<file path="config.mk">
export PLATFORM = sky130hd
export DESIGN_NAME = base64_stream_decoder
export DESIGN_NICKNAME = d
export VERILOG_FILES = /design/src/rtl/core/b64d_pkg.sv /design/src/rtl/core/base64_stream_decoder.sv
export SDC_FILE = /design/constraint.sdc
export NUM_CORES = 1
export LEC_CHECK = 0
export BUFFER_PORTS_ARGS = -buffer_cell sky130_fd_sc_hd__buf_2
export CAP_MARGIN = 20
export CORE_ASPECT_RATIO = 0.7
export CORE_UTILIZATION = 63
export CTS_CLUSTER_SIZE = 25
export DETAILED_ROUTE_END_ITERATION = 7
export GPL_TIMING_DRIVEN = 0
export PLACE_DENSITY = 0.93
export SLEW_MARGIN = 30
export SYNTH_ARGS = -nofsm -noshare
export SYNTH_HDL_FRONTEND = slang
export SYNTH_SLANG_ARGS = --single-unit
</file>
<file path="constraint.sdc">
create_clock -name clk_i -period 3.65 [get_ports clk_i]
set_input_delay 0.73 -clock clk_i [delete_from_list [all_inputs] [get_ports clk_i]]
set_output_delay 0.73 -clock clk_i [all_outputs]
set_load 0.01 [all_outputs]
</file>
<file path="src/rtl/core/b64d_pkg.sv">
// ----------------------------------------------------------------------------
// b64d_pkg: shared types, constants and the alphabet map for the decoder
// Holds the character codes, the output queue sizing and the sextet lookup.
// ----------------------------------------------------------------------------
package b64d_pkg;

  localparam int unsigned CharW     = 8;
  localparam int unsigned SextetW   = 6;
  localparam int unsigned GroupW    = 4 * SextetW;
  localparam int unsigned MaxBytes  = 3;
  localparam int unsigned NBytesW   = 2;

  localparam int unsigned QueueDepth = 8;
  localparam int unsigned QueuePtrW  = $clog2(QueueDepth);
  localparam int unsigned QueueCntW  = $clog2(QueueDepth + 1);

  localparam logic [CharW-1:0] CharCr  = 8'h0D;
  localparam logic [CharW-1:0] CharLf  = 8'h0A;
  localparam logic [CharW-1:0] CharPad = 8'h3D;

  typedef struct packed {
    logic [CharW-1:0] data;
    logic             last;
  } q_entry_t;

  // Map one character to its six-bit value; anything outside the alphabet is zero.
  function automatic logic [SextetW-1:0] sextet_of(input logic [CharW-1:0] c);
    logic [SextetW-1:0] s;
    s = '0;
    if (c >= 8'h41 && c <= 8'h5A) begin
      s = SextetW'(c - 8'h41);
    end else if (c >= 8'h61 && c <= 8'h7A) begin
      s = SextetW'(c - 8'h61 + 8'd26);
    end else if (c >= 8'h30 && c <= 8'h39) begin
      s = SextetW'(c - 8'h30 + 8'd52);
    end else if (c == 8'h2B) begin
      s = 6'd62;
    end else if (c == 8'h2F) begin
      s = 6'd63;
    end
    return s;
  endfunction

endpackage

</file>
<file path="src/rtl/core/base64_stream_decoder.sv">
// ----------------------------------------------------------------------------
// base64_stream_decoder: one-character-per-beat Base64 decoder
// Gathers characters into groups of four and emits the decoded bytes.
// ----------------------------------------------------------------------------
// Each input beat carries one ASCII character on tdata and an end-of-stream
// flag on tlast. CR and LF are skipped. Every other character takes the next
// place in a group of four; characters outside the alphabet count as zero.
// The fourth character completes the group, which emits one byte ('=' in the
// third place), two bytes ('=' in the fourth place) or three bytes, most
// significant first, with tlast high on the final byte of the group. A beat
// with tlast high drops any partial group and clears the group state; its
// character is ignored. Rate: one character is accepted every cycle while the
// queue has room for a full group. A beat is registered on acceptance and
// decoded when it advances, which writes its bytes into an eight-entry output
// queue; the first byte of a group is presented on the output from that queue
// once the bytes are written. The output port drains one byte per cycle while
// the receiver is ready, and the input stalls only while the queue has fewer
// than three free entries. No clearing pass after reset.
module base64_stream_decoder (
  input  logic       clk_i,
  input  logic       rst_ni,
  // slave side
  input  logic       s_axis_tvalid_i,
  output logic       s_axis_tready_o,
  input  logic [7:0] s_axis_tdata_i,   // [7:0] char_in
  input  logic       s_axis_tlast_i,   // end_of_data
  // master side
  output logic       m_axis_tvalid_o,
  input  logic       m_axis_tready_i,
  output logic [7:0] m_axis_tdata_o,   // [7:0] byte_out
  output logic       m_axis_tlast_o    // last_of_group
);

  // --------------------------------------------------------------------------
  // Input register: one beat, held until the queue has room for a full group
  // --------------------------------------------------------------------------
  logic                           in_valid_q;
  logic [b64d_pkg::CharW-1:0]     in_char_q;
  logic                           in_eod_q;
  logic                           advance;
  logic                           s_accept;

  // Queue state
  b64d_pkg::q_entry_t             queue_q [b64d_pkg::QueueDepth];
  logic [b64d_pkg::QueuePtrW-1:0] wr_ptr_q, wr_ptr_d;
  logic [b64d_pkg::QueuePtrW-1:0] rd_ptr_q, rd_ptr_d;
  logic [b64d_pkg::QueueCntW-1:0] q_cnt_q, q_cnt_d;
  logic                           q_room;
  logic                           pop;

  // Group state
  logic [1:0]                     grp_pos_q, grp_pos_d;
  logic [b64d_pkg::SextetW-1:0]   sextet_q [3];
  logic [b64d_pkg::SextetW-1:0]   sextet_d [3];
  logic                           pad3_q, pad3_d;

  // Decode of the held beat
  logic                           is_break;
  logic                           take;
  logic [b64d_pkg::SextetW-1:0]   cur_sextet;
  logic [b64d_pkg::GroupW-1:0]    grp_value;
  logic [b64d_pkg::NBytesW-1:0]   push_n;
  b64d_pkg::q_entry_t             push_ent [b64d_pkg::MaxBytes];
  logic [b64d_pkg::QueuePtrW-1:0] push_idx [b64d_pkg::MaxBytes];

  // Advance the held beat only when three free entries are guaranteed.
  assign q_room          = (q_cnt_q <= b64d_pkg::QueueCntW'(b64d_pkg::QueueDepth
                                                          - b64d_pkg::MaxBytes));
  assign advance         = in_valid_q && q_room;
  assign s_axis_tready_o = !in_valid_q || advance;
  assign s_accept        = s_axis_tvalid_i && s_axis_tready_o;

  always_ff @(posedge clk_i or negedge rst_ni) begin
    if (!rst_ni) begin
      in_valid_q <= 1'b0;
    end else if (s_axis_tready_o) begin
      in_valid_q <= s_axis_tvalid_i;
    end
  end

  always_ff @(posedge clk_i) begin
    if (s_accept) begin
      in_char_q <= s_axis_tdata_i;
      in_eod_q  <= s_axis_tlast_i;
    end
  end

  // --------------------------------------------------------------------------
  // Group logic: collect sextets, complete the group on the fourth place
  // --------------------------------------------------------------------------
  assign is_break   = (in_char_q == b64d_pkg::CharCr) || (in_char_q == b64d_pkg::CharLf);
  assign take       = advance && !in_eod_q && !is_break;
  assign cur_sextet = b64d_pkg::sextet_of(in_char_q);

  always_comb begin
    grp_pos_d = grp_pos_q;
    sextet_d  = sextet_q;
    pad3_d    = pad3_q;
    push_n    = '0;
    grp_value = '0;

    if (advance && in_eod_q) begin
      // end of stream: drop the partial group
      grp_pos_d = '0;
      sextet_d  = '{default: '0};
      pad3_d    = 1'b0;
    end else if (take) begin
      if (grp_pos_q != 2'd3) begin
        for (int i = 0; i < 3; i++) begin
          if (grp_pos_q == 2'(i)) begin
            sextet_d[i] = cur_sextet;
          end
        end
        if (grp_pos_q == 2'd2) begin
          pad3_d = (in_char_q == b64d_pkg::CharPad);
        end
        grp_pos_d = grp_pos_q + 2'd1;
      end else begin
        // fourth place: padding zeroes every sextet from its place on
        if (pad3_q) begin
          push_n    = 2'd1;
          grp_value = {sextet_q[0], sextet_q[1], 12'd0};
        end else if (in_char_q == b64d_pkg::CharPad) begin
          push_n    = 2'd2;
          grp_value = {sextet_q[0], sextet_q[1], sextet_q[2], 6'd0};
        end else begin
          push_n    = 2'd3;
          grp_value = {sextet_q[0], sextet_q[1], sextet_q[2], cur_sextet};
        end
        grp_pos_d = '0;
        sextet_d  = '{default: '0};
        pad3_d    = 1'b0;
      end
    end
  end

  always_ff @(posedge clk_i or negedge rst_ni) begin
    if (!rst_ni) begin
      grp_pos_q <= '0;
      sextet_q  <= '{default: '0};
      pad3_q    <= 1'b0;
    end else begin
      grp_pos_q <= grp_pos_d;
      sextet_q  <= sextet_d;
      pad3_q    <= pad3_d;
    end
  end

  // --------------------------------------------------------------------------
  // Output queue: up to three writes and one read per cycle
  // --------------------------------------------------------------------------
  always_comb begin
    for (int k = 0; k < b64d_pkg::MaxBytes; k++) begin
      push_ent[k].data = grp_value[b64d_pkg::GroupW-1-8*k -: b64d_pkg::CharW];
      push_ent[k].last = (push_n == b64d_pkg::NBytesW'(k + 1));
      push_idx[k]      = wr_ptr_q + b64d_pkg::QueuePtrW'(k);
    end
  end

  assign pop      = m_axis_tvalid_o && m_axis_tready_i;
  assign wr_ptr_d = wr_ptr_q + b64d_pkg::QueuePtrW'(push_n);
  assign rd_ptr_d = rd_ptr_q + b64d_pkg::QueuePtrW'(pop);
  assign q_cnt_d  = q_cnt_q + b64d_pkg::QueueCntW'(push_n) - b64d_pkg::QueueCntW'(pop);

  always_ff @(posedge clk_i) begin
    for (int k = 0; k < b64d_pkg::MaxBytes; k++) begin
      if (push_n > b64d_pkg::NBytesW'(k)) begin
        queue_q[push_idx[k]] <= push_ent[k];
      end
    end
  end

  always_ff @(posedge clk_i or negedge rst_ni) begin
    if (!rst_ni) begin
      wr_ptr_q <= '0;
      rd_ptr_q <= '0;
      q_cnt_q  <= '0;
    end else begin
      wr_ptr_q <= wr_ptr_d;
      rd_ptr_q <= rd_ptr_d;
      q_cnt_q  <= q_cnt_d;
    end
  end

  assign m_axis_tvalid_o = (q_cnt_q != '0);
  assign m_axis_tdata_o  = queue_q[rd_ptr_q].data;
  assign m_axis_tlast_o  = queue_q[rd_ptr_q].last;

  // --------------------------------------------------------------------------
  // Assertions
  // --------------------------------------------------------------------------
  a_queue_bound : assert property (@(posedge clk_i) disable iff (!rst_ni)
    q_cnt_q <= b64d_pkg::QueueCntW'(b64d_pkg::QueueDepth))
    else $error("output queue overflow");

  a_push_on_fourth : assert property (@(posedge clk_i) disable iff (!rst_ni)
    (push_n != '0) |-> (in_valid_q && grp_pos_q == 2'd3 && !in_eod_q))
    else $error("group emitted outside the fourth place");

  a_eod_clears : assert property (@(posedge clk_i) disable iff (!rst_ni)
    (advance && in_eod_q) |=> (grp_pos_q == 2'd0 && !pad3_q))
    else $error("end of stream did not clear the group");

  a_push_room : assert property (@(posedge clk_i) disable iff (!rst_ni)
    (push_n != '0) |-> (q_cnt_q + b64d_pkg::QueueCntW'(push_n)
                        <= b64d_pkg::QueueCntW'(b64d_pkg::QueueDepth)))
    else $error("group pushed without room");

endmodule
</file>
==> impl_metrics.json <==
{
  "overflow": 0,
  "reg2reg_to": "queue_q[1][1]",
  "period_share_pct": 94.7,
  "synth.area.top_cells": "edfxtp_1, dfrtp_1, mux2_2",
  "post-route-min-period_ps": 3450,
  "maxSlewViolCount": 0,
  "p_per_area_mw_per_mm2": 714,
  "worstPathArrival_ps": 3510,
  "areaGrowthSynthToFinish_pct": 12.5,
  "max_freq_ghz": 0.289,
  "reg2reg_slack_ps": 200,
  "fillCellCount": 734,
  "yosysMostFrequentCell": "edfxtp_1",
  "grt_max_degree": 33,
  "first_iter_violations": 1047,
  "synthFlopType": "edfxtp_1",
  "startpoint_type": "flop",
  "start_util_pct": 66.7,
  "startpoint": "in_char_q[2]",
  "post_cts_buffers": 0,
  "power_frac_comb_pct": 43.5,
  "synth_largest_area_cell": "edfxtp_1",
  "clkSinkCount": 113,
  "routed_wl_mm": 20.2,
  "path_max_fanout": 10,
  "netSwitchingFraction_pct": 40.3,
  "antenna_found_initial": 0,
  "die_y_um": 90.7,
  "yosys_register_bits": 113,
  "grt_pass1_vias": 5868,
  "root_buffer": "clkbuf_16",
  "setup_viol": 0,
  "finalSetupTns_ps": 0,
  "required_ps": 3710,
  "syn_area_mm2": 0.00709,
  "ir_worst_vdd_mv": 0.495,
  "yosys_warnings": 0,
  "finish.net_count": 755,
  "num_io_pins": 24,
  "pwr-share-seq_pct": 30.1,
  "layout.area.seq_mm2": 0.00323,
  "stdcell_area_mm2": 0.00798,
  "cap_violations": 0,
  "clock_path_buffers": 2,
  "antenna_left": 0,
  "io_buffer_count": 23,
  "synth_nets": 711,
  "rsz0062_at_grt": "false",
  "clk_latency_ps": 420,
  "clock_power_share_pct": 26.5,
  "slew_headroom_pct": 38.9,
  "diodes": 0,
  "synthCells": 672,
  "cts_resized": 0,
  "hold_buffers": 0,
  "via_per_inst": 6.89,
  "worstMarginPinSlew_ps": 911,
  "place_area_mm2": 0.00742,
  "crit_chain": "inv_1 > ha_1 > a22oi_1 > o2111a_1 > nand2b_1 > inv_1 > nand2_1 > buf_2 > nand2_1",
  "cts_buffers": 17,
  "p_int_mw": 3.40,
  "fin_skew_ps": 9.16,
  "detail_route.wl_per_cell_um": 23.1,
  "track_usage_pct": 36.5,
  "end_kind": "flop",
  "synth_edf_count": 81,
  "die-area_mm2": 0.0117,
  "ff2ff_path_depth": 9,
  "fin_cells": 877,
  "netlist.area_leader.share_pct": 34.3,
  "cts_max_level": 4,
  "first_pass_iters": 5,
  "place_inst": 844,
  "multi_input_area_mm2": 0.00357,
  "total_power_mw": 5.69,
  "die_w_um": 129,
  "drive_gt1_share_pct": 20.3,
  "path_class": "reg2reg",
  "finalWeightedCongestion": 0.953,
  "avgSynthCellArea_um2": 10.5,
  "cp_slowest_cell": "edfxtp_1",
  "min_path_type": "in2async",
  "critPathMaxStageDelay_ps": 560,
  "yosysSeqAreaShare_pct": 45.6,
  "routed-via-count": 6039,
  "rr_startpoint": "in_char_q[2]",
  "synthTopCellsByCount": "edfxtp_1, nand2_1, nand3_1, o21ai_0",
  "synthDistinctLibCells": 67,
  "finalHoldViolCount": 0,
  "p_sw_mw": 2.29,
  "power.leakage_nw": 3.18,
  "core_area_mm2": 0.0106,
  "status": "finished clean",
  "synthArstFlopShare_pct": 28.3,
  "grt_pass1_wl_mm": 31.7,
  "dpl.hpwl_mm": 14.5,
  "drc_errors": 0,
  "cts_tree": "yes",
  "rows": 31,
  "clk_pin_slew_worst_paths_ps": 50
}
## how the worst max path moves through the flow
stage                              endpoint
after floorplan               queue_q[3][0]
after global placement        queue_q[3][4]
after detailed placement         q_cnt_q[2]
after CTS                 m_axis_tdata_o[6]
after global routing             q_cnt_q[2]
final                         queue_q[1][1]
## registers in the layout, summed over array words and instances, names as in the netlist
register and cells:
rd_ptr_q 3, in_char_q 8, wr_ptr_q 3, queue_q 72, in_eod_q 1, q_cnt_q 4, sextet_q 18, in_valid_q 1
pad3_q 1, grp_pos_q 2
## placed cells by master (no fill, tap or decap), types with 5 or more instances in the layout
| cell | instances |
|---|---|
| dfrtp_1 | 32 |
| mux2i_1 | 20 |
| nand2_1 | 61 |
| ha_1 | 24 |
| nand3_1 | 47 |
| a211oi_1 | 11 |
| edfxtp_1 | 81 |
| inv_1 | 21 |
| nor2b_1 | 11 |
| nor3_1 | 8 |
| clkbuf_16 | 17 |
| nor2_1 | 40 |
| nand2b_1 | 5 |
| a22oi_1 | 11 |
| clkinv_2 | 6 |
| mux2_2 | 38 |
| a21oi_1 | 13 |
| clkbuf_1 | 39 |
| o21ai_0 | 45 |
| buf_2 | 40 |
| o22ai_1 | 17 |
| and2_1 | 9 |
| nand4_1 | 5 |
| mux4_2 | 18 |
| o31ai_1 | 18 |
## through the flow
step	setup slack [ps]	utilization, %	hold WS, ps
floorplan	724	-	434
global placement	-37.8	69.5	465
CTS	46.0	74.8	407
finish	195	75.1	386
detailed placement	165	69.8	466
global route	59.8	75.1	436
## cell families after synthesis
| logic type | after synthesis | synth area share, % |
|---|---|---|
| AOI/OAI and AO/OA | 158 | 14.8 |
| and+or+nand+nor | 212 | 14.8 |
| DFF | 113 | 45.6 |
| xor gates and xnor gates | 7 | 0.865 |
| adders and majority gates | 26 | 4.80 |
| muxes | 76 | 14.6 |
| buffers and inverters | 80 | 4.55 |
## worst max-delay path: cells and delay by family, from the launching register on
kind / cells / cell delay (ps)
compound gates: 2 / 600
fa+ha+maj: 1 / 330
buf+inv: 3 / 740
flops: 1 / 560
simple gates: 3 / 860
## final cells by class
class / count / share of cell area (%)
inverter: 21 / 0.988
clock inverter: 12 / 1.18
timing repair buffer: 25 / 1.57
sequential: 113 / 40.5
tap: 148 / 2.32
multi-input combinational: 479 / 44.8
clock buffer: 20 / 5.47
buffer: 59 / 3.12
## power groups by stage
stage          Clock [mW]  Sequential (mW)  Combinational, mW
6_report             1.51             1.71               2.47
5_1_grt              1.55             1.73               2.66
4_1_cts              1.50             1.70               2.38
3_5_place_dp            0             1.73               2.35
3_3_place_gp            0             1.71               2.22
2_1_floorplan           0             1.67               1.72
## metal layers
metal	GRT usage [%]	wire length [um]	up-vias
met2	54.7	9100	482
met5	0	0	-
li1	-	-	2624
met4	15.9	590	0
met1	50.5	7950	2873
met3	8.77	2580	60
(Power assumes the default switching activity.)
